==> src/rtl/h264_annexb_access_unit_splitter_assert.svh <==
// assertion macros used by the access unit splitter datapath
`ifndef H264_ANNEXB_ACCESS_UNIT_SPLITTER_ASSERT_SVH
`define H264_ANNEXB_ACCESS_UNIT_SPLITTER_ASSERT_SVH
`ifndef ASSERT_OFF
`define AUS_ASSERT(lbl, expr) \
    lbl: assert property (@(posedge clk) disable iff (!rst_n) (expr)) \
        else $error("access unit splitter check failed");
`define AUS_IMPLIES(lbl, ante, cons) \
    lbl: assert property (@(posedge clk) disable iff (!rst_n) (ante) |-> (cons)) \
        else $error("access unit splitter check failed");
`else
`define AUS_ASSERT(lbl, expr)
`define AUS_IMPLIES(lbl, ante, cons)
`endif
`endif

==> src/rtl/h264aus_pkg.sv <==
// types, constants and commands of the access unit splitter
package h264aus_pkg;

    localparam int PREFIX_DEPTH = 56;
    localparam int CNT_W        = $clog2(PREFIX_DEPTH + 1);
    localparam int ADDR_W       = $clog2(PREFIX_DEPTH);

    localparam logic [4:0] NAL_TYPE_VCL_LO = 5'd1;
    localparam logic [4:0] NAL_TYPE_VCL_HI = 5'd5;

    // header sequence steps: 0 0 (0) 1 hdr
    localparam logic [2:0] STEP_K4  = 3'd0;
    localparam logic [2:0] STEP_K3  = 3'd1;
    localparam logic [2:0] STEP_ONE = 3'd3;
    localparam logic [2:0] STEP_HDR = 3'd4;

    typedef struct packed {
        logic [7:0] data;
        logic       final_byte;
    } in_beat_t;

    typedef struct packed {
        logic [7:0] out_byte;
        logic       unit_start;
        logic       stream_done;
        logic       prefix_lost;
        logic       run_last;
    } out_beat_t;

    typedef enum logic [3:0] {
        ST_IDLE,
        ST_RUN,
        ST_KEEP,
        ST_PFX_RD,
        ST_PFX_PUT,
        ST_TAIL,
        ST_MARK,
        ST_FLUSH
    } state_t;

    typedef enum logic [2:0] {
        PH_SEARCH,
        PH_BODY,
        PH_HEAD3,
        PH_HEAD4,
        PH_VHEAD3,
        PH_VHEAD4
    } phase_t;

    typedef enum logic [1:0] {
        DEC_WAIT,
        DEC_NONE,
        DEC_SC3,
        DEC_SC4
    } dec_t;

    typedef enum logic [2:0] {
        LA_NOP,
        LA_LOAD,
        LA_DROP1,
        LA_DROP1_HDR,
        LA_DROP3,
        LA_DROP4,
        LA_CLEAR
    } la_op_t;

    typedef enum logic [1:0] {
        SRC_LA0,
        SRC_SEQ,
        SRC_MEM,
        SRC_ZERO
    } src_t;

    typedef struct packed {
        la_op_t     la_op;
        logic       eof;
        logic       put;
        src_t       put_src;
        logic       put_first;
        logic       put_done;
        logic       keep;
        logic       keep_seq;
        logic [2:0] step;
        logic       mem_rd;
        logic       idx_clr;
        logic       idx_inc;
        logic       pfx_clr;
        logic       flush;
    } dp_cmd_t;

    typedef struct packed {
        dec_t dec;
        logic fill_zero;
        logic la0_msb;
        logic la0_vcl;
        logic put_ok;
        logic flush_ok;
        logic pfx_nonempty;
        logic pfx_last;
    } dp_stat_t;

endpackage

==> src/rtl/h264aus_dpath.sv <==
// datapath: lookahead, start code decision, prefix store and result registers
module h264aus_dpath (
    input  logic                  clk,
    input  logic                  rst_n,
    input  logic [7:0]            item_data,
    input  h264aus_pkg::dp_cmd_t  cmd,
    output h264aus_pkg::dp_stat_t stat,
    output logic                  result_valid,
    input  logic                  result_ready,
    output h264aus_pkg::out_beat_t result
);

    logic [7:0] la_reg [0:3];
    logic [2:0] fill_reg;
    logic [1:0] load_idx;

    logic [7:0] mem [0:h264aus_pkg::PREFIX_DEPTH-1];
    logic [7:0] rdata_reg;
    logic [h264aus_pkg::CNT_W-1:0] cnt_reg;
    logic [h264aus_pkg::CNT_W-1:0] idx_reg;
    logic ovf_reg;
    logic cnt_room;

    logic [7:0] seq_byte;
    logic [7:0] keep_byte;
    logic [7:0] put_byte;
    h264aus_pkg::out_beat_t new_beat;
    h264aus_pkg::out_beat_t pend_reg;
    h264aus_pkg::out_beat_t pend_marked;
    h264aus_pkg::out_beat_t out_reg;
    logic pend_valid_reg;
    logic out_valid_reg;
    logic out_free;
    logic put_fire;
    logic flush_fire;
    logic [4:0] la0_type;
    h264aus_pkg::dec_t dec;

    assign load_idx = (fill_reg >= 3'd4) ? 2'd3 : fill_reg[1:0];

    // start code decision over the held bytes
    always_comb
    begin
        if (fill_reg >= 3'd3 && la_reg[0] == 8'd0 && la_reg[1] == 8'd0 && la_reg[2] == 8'd1)
            dec = h264aus_pkg::DEC_SC3;
        else if (fill_reg >= 3'd4 && la_reg[0] == 8'd0 && la_reg[1] == 8'd0
                 && la_reg[2] == 8'd0 && la_reg[3] == 8'd1)
            dec = h264aus_pkg::DEC_SC4;
        else if (cmd.eof)
            dec = h264aus_pkg::DEC_NONE;
        else if (la_reg[0] != 8'd0)
            dec = h264aus_pkg::DEC_NONE;
        else if (fill_reg == 3'd1)
            dec = h264aus_pkg::DEC_WAIT;
        else if (la_reg[1] != 8'd0)
            dec = h264aus_pkg::DEC_NONE;
        else if (fill_reg == 3'd2)
            dec = h264aus_pkg::DEC_WAIT;
        else if (la_reg[2] != 8'd0)
            dec = h264aus_pkg::DEC_NONE;
        else if (fill_reg == 3'd3)
            dec = h264aus_pkg::DEC_WAIT;
        else
            dec = h264aus_pkg::DEC_NONE;
    end

    always_ff @(posedge clk)
    begin
        unique case (cmd.la_op)
            h264aus_pkg::LA_LOAD:
            begin
                la_reg[load_idx] <= item_data;
            end
            h264aus_pkg::LA_DROP1:
            begin
                la_reg[0] <= la_reg[1];
                la_reg[1] <= la_reg[2];
                la_reg[2] <= la_reg[3];
            end
            h264aus_pkg::LA_DROP1_HDR:
            begin
                la_reg[0] <= la_reg[1];
                la_reg[1] <= la_reg[2];
                la_reg[2] <= la_reg[3];
                la_reg[3] <= la_reg[0];
            end
            h264aus_pkg::LA_DROP3:
            begin
                la_reg[0] <= la_reg[3];
            end
            default:
            begin
            end
        endcase
    end

    always_ff @(posedge clk or negedge rst_n)
    begin
        if (!rst_n)
        begin
            fill_reg <= 3'd0;
        end
        else
        begin
            unique case (cmd.la_op)
                h264aus_pkg::LA_LOAD:      fill_reg <= {1'b0, load_idx} + 3'd1;
                h264aus_pkg::LA_DROP1:     fill_reg <= fill_reg - 3'd1;
                h264aus_pkg::LA_DROP1_HDR: fill_reg <= fill_reg - 3'd1;
                h264aus_pkg::LA_DROP3:     fill_reg <= fill_reg - 3'd3;
                h264aus_pkg::LA_DROP4:     fill_reg <= 3'd0;
                h264aus_pkg::LA_CLEAR:     fill_reg <= 3'd0;
                default:                   fill_reg <= fill_reg;
            endcase
        end
    end

    // header sequence byte: zeros, then one, then the held header
    always_comb
    begin
        if (cmd.step < h264aus_pkg::STEP_ONE)
            seq_byte = 8'd0;
        else if (cmd.step == h264aus_pkg::STEP_ONE)
            seq_byte = 8'd1;
        else
            seq_byte = la_reg[3];
    end

    assign keep_byte = cmd.keep_seq ? seq_byte : la_reg[0];
    assign cnt_room  = cnt_reg < h264aus_pkg::CNT_W'(h264aus_pkg::PREFIX_DEPTH);

    always_ff @(posedge clk)
    begin
        if (cmd.keep && cnt_room)
            mem[cnt_reg[h264aus_pkg::ADDR_W-1:0]] <= keep_byte;
        if (cmd.mem_rd)
            rdata_reg <= mem[idx_reg[h264aus_pkg::ADDR_W-1:0]];
    end

    always_ff @(posedge clk or negedge rst_n)
    begin
        if (!rst_n)
        begin
            cnt_reg <= '0;
            ovf_reg <= 1'b0;
            idx_reg <= '0;
        end
        else
        begin
            if (cmd.pfx_clr)
            begin
                cnt_reg <= '0;
                ovf_reg <= 1'b0;
            end
            else if (cmd.keep)
            begin
                if (cnt_room)
                    cnt_reg <= cnt_reg + 1'b1;
                else
                    ovf_reg <= 1'b1;
            end
            if (cmd.idx_clr)
                idx_reg <= '0;
            else if (cmd.idx_inc && put_fire)
                idx_reg <= idx_reg + 1'b1;
        end
    end

    always_comb
    begin
        unique case (cmd.put_src)
            h264aus_pkg::SRC_LA0:  put_byte = la_reg[0];
            h264aus_pkg::SRC_SEQ:  put_byte = seq_byte;
            h264aus_pkg::SRC_MEM:  put_byte = rdata_reg;
            h264aus_pkg::SRC_ZERO: put_byte = 8'd0;
            default:               put_byte = 8'd0;
        endcase
    end

    always_comb
    begin
        new_beat.out_byte    = put_byte;
        new_beat.unit_start  = cmd.put_first;
        new_beat.stream_done = cmd.put_done;
        new_beat.prefix_lost = cmd.put_first && ovf_reg;
        new_beat.run_last    = 1'b0;
    end

    always_comb
    begin
        pend_marked          = pend_reg;
        pend_marked.run_last = 1'b1;
    end

    // one beat held back so the last beat of a run can be marked
    assign out_free   = !out_valid_reg || result_ready;
    assign put_fire   = cmd.put && (!pend_valid_reg || out_free);
    assign flush_fire = cmd.flush && pend_valid_reg && out_free;

    always_ff @(posedge clk or negedge rst_n)
    begin
        if (!rst_n)
        begin
            pend_valid_reg <= 1'b0;
            out_valid_reg  <= 1'b0;
        end
        else
        begin
            if (put_fire)
                pend_valid_reg <= 1'b1;
            else if (flush_fire)
                pend_valid_reg <= 1'b0;
            if ((put_fire && pend_valid_reg) || flush_fire)
                out_valid_reg <= 1'b1;
            else if (result_ready)
                out_valid_reg <= 1'b0;
        end
    end

    always_ff @(posedge clk)
    begin
        if (put_fire)
            pend_reg <= new_beat;
        if (put_fire && pend_valid_reg)
            out_reg <= pend_reg;
        else if (flush_fire)
            out_reg <= pend_marked;
    end

    assign result_valid = out_valid_reg;
    assign result       = out_reg;

    assign la0_type = la_reg[0][4:0];

    always_comb
    begin
        stat.dec          = dec;
        stat.fill_zero    = (fill_reg == 3'd0);
        stat.la0_msb      = la_reg[0][7];
        stat.la0_vcl      = (la0_type >= h264aus_pkg::NAL_TYPE_VCL_LO)
                            && (la0_type <= h264aus_pkg::NAL_TYPE_VCL_HI);
        stat.put_ok       = !pend_valid_reg || out_free;
        stat.flush_ok     = !pend_valid_reg || out_free;
        stat.pfx_nonempty = (cnt_reg != '0);
        stat.pfx_last     = ({1'b0, idx_reg} + 1'b1) >= {1'b0, cnt_reg};
    end

`include "h264_annexb_access_unit_splitter_assert.svh"

    `AUS_ASSERT(a_cnt_range, cnt_reg <= h264aus_pkg::CNT_W'(h264aus_pkg::PREFIX_DEPTH))
    `AUS_ASSERT(a_fill_range, fill_reg <= 3'd4)
    `AUS_IMPLIES(a_lost_on_start, out_valid_reg && out_reg.prefix_lost, out_reg.unit_start)
    `AUS_IMPLIES(a_done_is_last, out_valid_reg && out_reg.stream_done, out_reg.run_last)

endmodule

==> src/rtl/h264aus_ctrl.sv <==
// controller: steps the start code search, routing and prefix flush
module h264aus_ctrl (
    input  logic                  clk,
    input  logic                  rst_n,
    input  logic                  item_valid,
    input  logic                  item_final,
    output logic                  item_ready,
    input  h264aus_pkg::dp_stat_t stat,
    output h264aus_pkg::dp_cmd_t  cmd
);

    h264aus_pkg::state_t state_reg, state_next;
    h264aus_pkg::phase_t phase_reg, phase_next;
    logic       vcl_reg, vcl_next;
    logic       unit_reg, unit_next;
    logic       eof_reg, eof_next;
    logic [2:0] step_reg, step_next;
    logic       fresh_reg, fresh_next;
    logic       first_reg, first_next;

    logic is_vhead;
    logic route_now;
    logic loop_exit;
    logic start_route;
    logic fresh;
    logic accept;

    assign item_ready = (state_reg == h264aus_pkg::ST_IDLE);
    assign accept     = item_valid && item_ready;

    assign is_vhead    = (phase_reg == h264aus_pkg::PH_VHEAD3)
                         || (phase_reg == h264aus_pkg::PH_VHEAD4);
    assign route_now   = !stat.fill_zero && is_vhead;
    assign loop_exit   = !route_now && (stat.fill_zero || stat.dec == h264aus_pkg::DEC_WAIT);
    assign start_route = route_now || (loop_exit && eof_reg && is_vhead);
    assign fresh       = !unit_reg || (route_now && stat.la0_msb);

    always_ff @(posedge clk or negedge rst_n)
    begin
        if (!rst_n)
        begin
            state_reg <= h264aus_pkg::ST_IDLE;
            phase_reg <= h264aus_pkg::PH_SEARCH;
            vcl_reg   <= 1'b0;
            unit_reg  <= 1'b0;
            eof_reg   <= 1'b0;
            step_reg  <= 3'd0;
            fresh_reg <= 1'b0;
            first_reg <= 1'b0;
        end
        else
        begin
            state_reg <= state_next;
            phase_reg <= phase_next;
            vcl_reg   <= vcl_next;
            unit_reg  <= unit_next;
            eof_reg   <= eof_next;
            step_reg  <= step_next;
            fresh_reg <= fresh_next;
            first_reg <= first_next;
        end
    end

    // next state
    always_comb
    begin
        state_next = state_reg;
        phase_next = phase_reg;
        vcl_next   = vcl_reg;
        unit_next  = unit_reg;
        eof_next   = eof_reg;
        step_next  = step_reg;
        fresh_next = fresh_reg;
        first_next = first_reg;
        unique case (state_reg)
            h264aus_pkg::ST_IDLE:
            begin
                if (accept)
                begin
                    eof_next   = item_final;
                    state_next = h264aus_pkg::ST_RUN;
                end
            end
            h264aus_pkg::ST_RUN:
            begin
                if (start_route)
                begin
                    fresh_next = fresh;
                    first_next = fresh;
                    step_next  = (phase_reg == h264aus_pkg::PH_VHEAD4) ?
                                 h264aus_pkg::STEP_K4 : h264aus_pkg::STEP_K3;
                    state_next = (fresh && stat.pfx_nonempty) ?
                                 h264aus_pkg::ST_PFX_RD : h264aus_pkg::ST_TAIL;
                end
                else if (loop_exit)
                begin
                    state_next = eof_reg ? h264aus_pkg::ST_MARK : h264aus_pkg::ST_FLUSH;
                end
                else if (stat.dec == h264aus_pkg::DEC_SC3)
                begin
                    phase_next = h264aus_pkg::PH_HEAD3;
                end
                else if (stat.dec == h264aus_pkg::DEC_SC4)
                begin
                    phase_next = h264aus_pkg::PH_HEAD4;
                end
                else if (phase_reg == h264aus_pkg::PH_HEAD3
                         || phase_reg == h264aus_pkg::PH_HEAD4)
                begin
                    if (stat.la0_vcl)
                    begin
                        phase_next = (phase_reg == h264aus_pkg::PH_HEAD4) ?
                                     h264aus_pkg::PH_VHEAD4 : h264aus_pkg::PH_VHEAD3;
                    end
                    else
                    begin
                        phase_next = h264aus_pkg::PH_BODY;
                        vcl_next   = 1'b0;
                        step_next  = (phase_reg == h264aus_pkg::PH_HEAD4) ?
                                     h264aus_pkg::STEP_K4 : h264aus_pkg::STEP_K3;
                        state_next = h264aus_pkg::ST_KEEP;
                    end
                end
            end
            h264aus_pkg::ST_KEEP:
            begin
                step_next = step_reg + 3'd1;
                if (step_reg == h264aus_pkg::STEP_HDR)
                    state_next = h264aus_pkg::ST_RUN;
            end
            h264aus_pkg::ST_PFX_RD:
            begin
                state_next = h264aus_pkg::ST_PFX_PUT;
            end
            h264aus_pkg::ST_PFX_PUT:
            begin
                if (stat.put_ok)
                begin
                    first_next = 1'b0;
                    state_next = stat.pfx_last ? h264aus_pkg::ST_TAIL : h264aus_pkg::ST_PFX_RD;
                end
            end
            h264aus_pkg::ST_TAIL:
            begin
                if (stat.put_ok)
                begin
                    first_next = 1'b0;
                    step_next  = step_reg + 3'd1;
                    if (step_reg == h264aus_pkg::STEP_HDR)
                    begin
                        unit_next  = 1'b1;
                        vcl_next   = 1'b1;
                        phase_next = h264aus_pkg::PH_BODY;
                        state_next = h264aus_pkg::ST_RUN;
                    end
                end
            end
            h264aus_pkg::ST_MARK:
            begin
                if (stat.put_ok)
                begin
                    phase_next = h264aus_pkg::PH_SEARCH;
                    vcl_next   = 1'b0;
                    unit_next  = 1'b0;
                    state_next = h264aus_pkg::ST_FLUSH;
                end
            end
            h264aus_pkg::ST_FLUSH:
            begin
                if (stat.flush_ok)
                    state_next = h264aus_pkg::ST_IDLE;
            end
            default:
            begin
                state_next = h264aus_pkg::ST_IDLE;
            end
        endcase
    end

    // datapath commands
    always_comb
    begin
        cmd      = '0;
        cmd.eof  = eof_reg;
        cmd.step = step_reg;
        unique case (state_reg)
            h264aus_pkg::ST_IDLE:
            begin
                if (accept)
                    cmd.la_op = h264aus_pkg::LA_LOAD;
            end
            h264aus_pkg::ST_RUN:
            begin
                if (start_route)
                begin
                    cmd.idx_clr = 1'b1;
                end
                else if (loop_exit)
                begin
                end
                else if (stat.dec == h264aus_pkg::DEC_SC3)
                begin
                    cmd.la_op = h264aus_pkg::LA_DROP3;
                end
                else if (stat.dec == h264aus_pkg::DEC_SC4)
                begin
                    cmd.la_op = h264aus_pkg::LA_DROP4;
                end
                else
                begin
                    unique case (phase_reg)
                        h264aus_pkg::PH_SEARCH:
                        begin
                            cmd.la_op = h264aus_pkg::LA_DROP1;
                        end
                        h264aus_pkg::PH_BODY:
                        begin
                            if (vcl_reg)
                            begin
                                cmd.put     = 1'b1;
                                cmd.put_src = h264aus_pkg::SRC_LA0;
                                cmd.la_op   = stat.put_ok ?
                                              h264aus_pkg::LA_DROP1 : h264aus_pkg::LA_NOP;
                            end
                            else
                            begin
                                cmd.keep  = 1'b1;
                                cmd.la_op = h264aus_pkg::LA_DROP1;
                            end
                        end
                        h264aus_pkg::PH_HEAD3, h264aus_pkg::PH_HEAD4:
                        begin
                            cmd.la_op = h264aus_pkg::LA_DROP1_HDR;
                        end
                        default:
                        begin
                        end
                    endcase
                end
            end
            h264aus_pkg::ST_KEEP:
            begin
                cmd.keep     = 1'b1;
                cmd.keep_seq = 1'b1;
            end
            h264aus_pkg::ST_PFX_RD:
            begin
                cmd.mem_rd = 1'b1;
            end
            h264aus_pkg::ST_PFX_PUT:
            begin
                cmd.put       = 1'b1;
                cmd.put_src   = h264aus_pkg::SRC_MEM;
                cmd.put_first = first_reg;
                cmd.idx_inc   = 1'b1;
            end
            h264aus_pkg::ST_TAIL:
            begin
                cmd.put       = 1'b1;
                cmd.put_src   = h264aus_pkg::SRC_SEQ;
                cmd.put_first = first_reg;
                cmd.pfx_clr   = stat.put_ok && fresh_reg
                                && (step_reg == h264aus_pkg::STEP_HDR);
            end
            h264aus_pkg::ST_MARK:
            begin
                cmd.put      = 1'b1;
                cmd.put_src  = h264aus_pkg::SRC_ZERO;
                cmd.put_done = 1'b1;
                if (stat.put_ok)
                begin
                    cmd.la_op   = h264aus_pkg::LA_CLEAR;
                    cmd.pfx_clr = 1'b1;
                end
            end
            h264aus_pkg::ST_FLUSH:
            begin
                cmd.flush = 1'b1;
            end
            default:
            begin
            end
        endcase
    end

endmodule

==> src/rtl/h264_annexb_access_unit_splitter.sv <==
// Splits an Annex B byte stream into access units, one byte per input beat.
// Each input byte passes through its accept, the lookahead decisions, a
// check that finds the lookahead empty, and the hand-off of its last result
// beat. Start code drops, and the storing of each start code and header
// byte of a non-VCL NAL, are further steps. Opening a unit adds a routing
// step, a read and a put for each stored prefix byte, since the prefix
// store has one registered read port, and the start code and NAL header.
// A stalled result_ready stretches all of these. Non-VCL NALs wait in a
// 56-byte prefix store and go out ahead of the next unit's first slice.
// The beat marked final_byte always ends with a stream_done beat, after
// which the search phase, unit state, lookahead and prefix store are
// cleared. Results leave through a register, so a new byte is taken while
// the last result of the previous one still waits.
module h264_annexb_access_unit_splitter (
    input  logic                   clk,
    input  logic                   rst_n,
    input  logic                   item_valid,
    output logic                   item_ready,
    input  h264aus_pkg::in_beat_t  item,
    output logic                   result_valid,
    input  logic                   result_ready,
    output h264aus_pkg::out_beat_t result
);

    h264aus_pkg::dp_cmd_t  cmd;
    h264aus_pkg::dp_stat_t stat;

    h264aus_ctrl u_ctrl (
        .clk        (clk),
        .rst_n      (rst_n),
        .item_valid (item_valid),
        .item_final (item.final_byte),
        .item_ready (item_ready),
        .stat       (stat),
        .cmd        (cmd)
    );

    h264aus_dpath u_dpath (
        .clk          (clk),
        .rst_n        (rst_n),
        .item_data    (item.data),
        .cmd          (cmd),
        .stat         (stat),
        .result_valid (result_valid),
        .result_ready (result_ready),
        .result       (result)
    );

endmodule
==> config.mk <==
export PLATFORM = sky130hd
export DESIGN_NAME = h264_annexb_access_unit_splitter
export DESIGN_NICKNAME = d
export VERILOG_FILES = /design/src/rtl/h264aus_pkg.sv /design/src/rtl/h264aus_dpath.sv /design/src/rtl/h264aus_ctrl.sv /design/src/rtl/h264_annexb_access_unit_splitter.sv
export VERILOG_INCLUDE_DIRS = /design/src /design/src/rtl
export SDC_FILE = /design/constraint.sdc
export NUM_CORES = 1
export LEC_CHECK = 0
export ABC_CLOCK_PERIOD_IN_PS = 7450
export BUFFER_PORTS_ARGS = -buffer_cell sky130_fd_sc_hd__buf_2
export CAP_MARGIN = 20
export CORE_ASPECT_RATIO = 0.9
export CORE_MARGIN = 8
export CORE_UTILIZATION = 55
export DETAILED_ROUTE_END_ITERATION = 10
export PLACE_DENSITY = 0.73
export SLEW_MARGIN = 15
export SYNTH_ARGS = -nofsm -noshare
export SYNTH_HDL_FRONTEND = slang
export SYNTH_HIERARCHICAL = 1
export SYNTH_SLANG_ARGS = --single-unit
==> constraint.sdc <==
create_clock -name clk -period 7.45 [get_ports clk]
set_clock_uncertainty 0.1 [all_clocks]
set_input_delay 0.3725 -clock clk [delete_from_list [all_inputs] [get_ports clk]]
set_output_delay 0.3725 -clock clk [all_outputs]
set_load 0.005 [all_outputs]
==> flow_metrics.tcl <==
set metrics [dict create \
    power.density_nw_per_um2 417 \
    fp.dieH_um 209 \
    htree_levels 2 \
    cts_made_buffers 52 \
    numPortBuffers 26 \
    synth.cell_area_um2 22900 \
    final_cell_mix "511 x edfxtp_1, 112 x nor2_1, 80 x mux4_2" \
    clockBufferDepth 3 \
    cts_tree "yes" \
    diodes 0 \
    worstPathArrival_ns 4.86 \
    worst_pin_slew_ns 1.10 \
    drtIter0Drc 1438 \
    status "finished clean" \
    synth_area_leaders "edfxtp_1 67%, mux4_2 7.9%, dfrtp_1 3.5%" \
    slew_headroom 0.264 \
    drc_errors 0 \
    core-area_um2 41400 \
    grt_pass1_vias 12621 \
    drv_slew 0 \
    leakage_uw 0.00837 \
    synth_nets 1415 \
    synth_top_area_share 0.671 \
    period_needed_ns 4.74 \
    rows 71 \
    hpwl_um 31400 \
    netlist.top_cell.by_area "edfxtp_1" \
    routed_wl_um 50700 \
    clkLatencyLatePin_ns 0.61 \
    ys_async_sr_fraction 0.0589 \
    ys_seq_elements 543 \
    cts_root_buf "clkbuf_16" \
    yosysSeqAreaShare 0.706 \
    die_w_um 231 \
    start_util 0.552 \
    grt_first_pass_wirelength_um 77600 \
    place_area_um2 23600 \
    synthFlopType "edfxtp_1" \
    nFillCells 3027 \
    hp-class "primary input to flop" \
    synth-edff-count 511 \
    largest_reg_flops 448 \
    drive_above_1_share 0.155 \
    final_nets 1450 \
    max_cap_violations 0 \
    io_pins 27 \
    ir_worst_vdd_mv 0.311 \
    antenna_found_initial 1 \
    grt_usage 0.210 \
    gp_congestion 0.936 \
    viasPerCell 6.34 \
    layout_commonest_cell "edfxtp_1" \
    synth_cells 1384 \
    finalHoldViolCount 0 \
    fin_crit_sh 0.636 \
    gr-total-overflow 0 \
    hold_slack_ns 0.0572 \
    fmax_ghz 0.211 \
    synth_warnings 6 \
    cts_sinks 543 \
    start_kind "flop" \
    vias 12727 \
    setup_viol 0 \
    path_clk_slew_ns 0.06 \
    crit_path_max_fanout 9 \
    postRouteAntennaNets 0 \
    setup_tns_ns 0 \
    die_area_um2 48400 \
    synthDistinctLibCells 72 \
    fin_area_um2 25300 \
    synthToLayoutAreaGrowth_pct 10.4 \
    avgSynthCellArea_um2 16.5 \
    required_ns 7.57 \
    grt_max_degree 91 \
    rsz0062_at_grt "no" \
    routedWlPerCell_um 25.3 \
    end_kind "flop" \
    drtPass1Iterations 5 \
    critPathKind "flop to flop" \
]
[critical path: stages (launching register included)]
cell      delay [ns]
edfxtp_1        0.39
or4_1           0.53
nor2_1          0.20
nand3_1         0.13
nor2_1          0.15
nand2_1         0.09
a31oi_1         0.39
nand2_1         0.18
nor3_1          0.22
a21o_1          0.26
o31a_1          0.28
nand4_1         0.64
nor2_1          0.80
[final cells by class]
| class | instances | area [um2] | area share |
|---|---|---|---|
| Clock inverter | 36 | 315 | 0.0125 |
| Clock buffer | 60 | 1330 | 0.0527 |
| Tap cell | 547 | 684 | 0.0271 |
| Sequential cell | 543 | 16200 | 0.640 |
| Timing Repair Buffer | 54 | 360 | 0.0143 |
| Inverter | 30 | 113 | 0.00446 |
| Multi-Input combinational cell | 738 | 6300 | 0.249 |
[final timing paths]
kind,cells past startpoint,slack [ns],end,startpoint
max,12,2.71,u_dpath/mem[31][7]$_DFFE_PP_,u_dpath/la_reg[1][5]$_DFFE_PP_
min,3,0.06,u_ctrl/eof_reg$_DFFE_PN0P_,item_valid
max reg2reg,12,2.71,u_dpath/mem[31][7]$_DFFE_PP_,u_dpath/la_reg[1][5]$_DFFE_PP_
min reg2reg,0,0.32,u_dpath/result[4]$_DFFE_PP_,u_dpath/pend_marked[4]$_DFFE_PP_
max in group asynchronous,2,6.39,u_dpath/idx_reg[0]$_DFFE_PN0P_,rst_n
min in group asynchronous,2,0.29,u_dpath/fill_reg[2]$_DFFE_PN0P_,rst_n
[repair_timing]
item | in CTS | in global routing
hold endpoints to repair | 34 | 0
resized for setup | 0 | 0
hold buffers | 3 | 0
setup buffers | 0 | 0
setup endpoints to repair | 0 | 0
[metal layers]
metal  track usage  routed length [um]  vias up
li1              -                   -     5572
met1         0.293               21000     6471
met4        0.0817                1720        2
met5             0                  16        -
met3        0.0417                4120      119
met2         0.324               23800      563
[cell families (layout without fill, tap and decap cells)]
logic type                 after synthesis  after routing  share of synthesized area
adders and majority gates               18             18                    0.00985
muxes                                  170            170                      0.123
buffers and inverters                  103            180                     0.0234
DFF                                    543            543                      0.706
and+or+nand+nor                        307            307                     0.0640
AOI/OAI and AO/OA                      229            229                     0.0680
xor gates and xnor gates                14             14                    0.00536
[synthesized netlist by cell type, types with 8 or more instances]
library cell,n
nand2_1,67
nor2b_1,16
a21o_1,31
a211oi_1,8
o22ai_1,31
nand3_1,28
a21oi_1,42
clkbuf_1,35
o21ai_0,35
o221ai_1,30
and2_1,12
ha_1,18
mux4_2,80
inv_1,29
buf_1,8
buf_2,12
dfrtp_1,32
nand2b_1,16
edfxtp_1,511
nor2_1,113
xnor2_1,11
mux2i_1,79
buf_6,10
nor3_1,15
[where the power goes]
group | switching [uW] | leakage [uW] | internal (uW)
Clock | 1130 | 0.000807 | 1430
Combinational | 2200 | 0.00253 | 1150
Sequential | 304 | 0.00503 | 4310
Total | 3630 | 0.00837 | 6890
[stage by stage]
| stage | power, uW | instances | util | setup slack (ns) |
|---|---|---|---|---|
| final | 10500 | 2008 | 0.610 | 2.71 |
| after global placement | 7920 | 1908 | 0.569 | 2.90 |
| after CTS | 10600 | 2007 | 0.610 | 2.71 |
| after global routing | 11000 | 2008 | 0.610 | 2.36 |
| after floorplan | 6870 | 1384 | - | 3.45 |
| after detailed placement | 8010 | 1908 | 0.569 | 2.74 |
(Power assumes the default switching activity.)
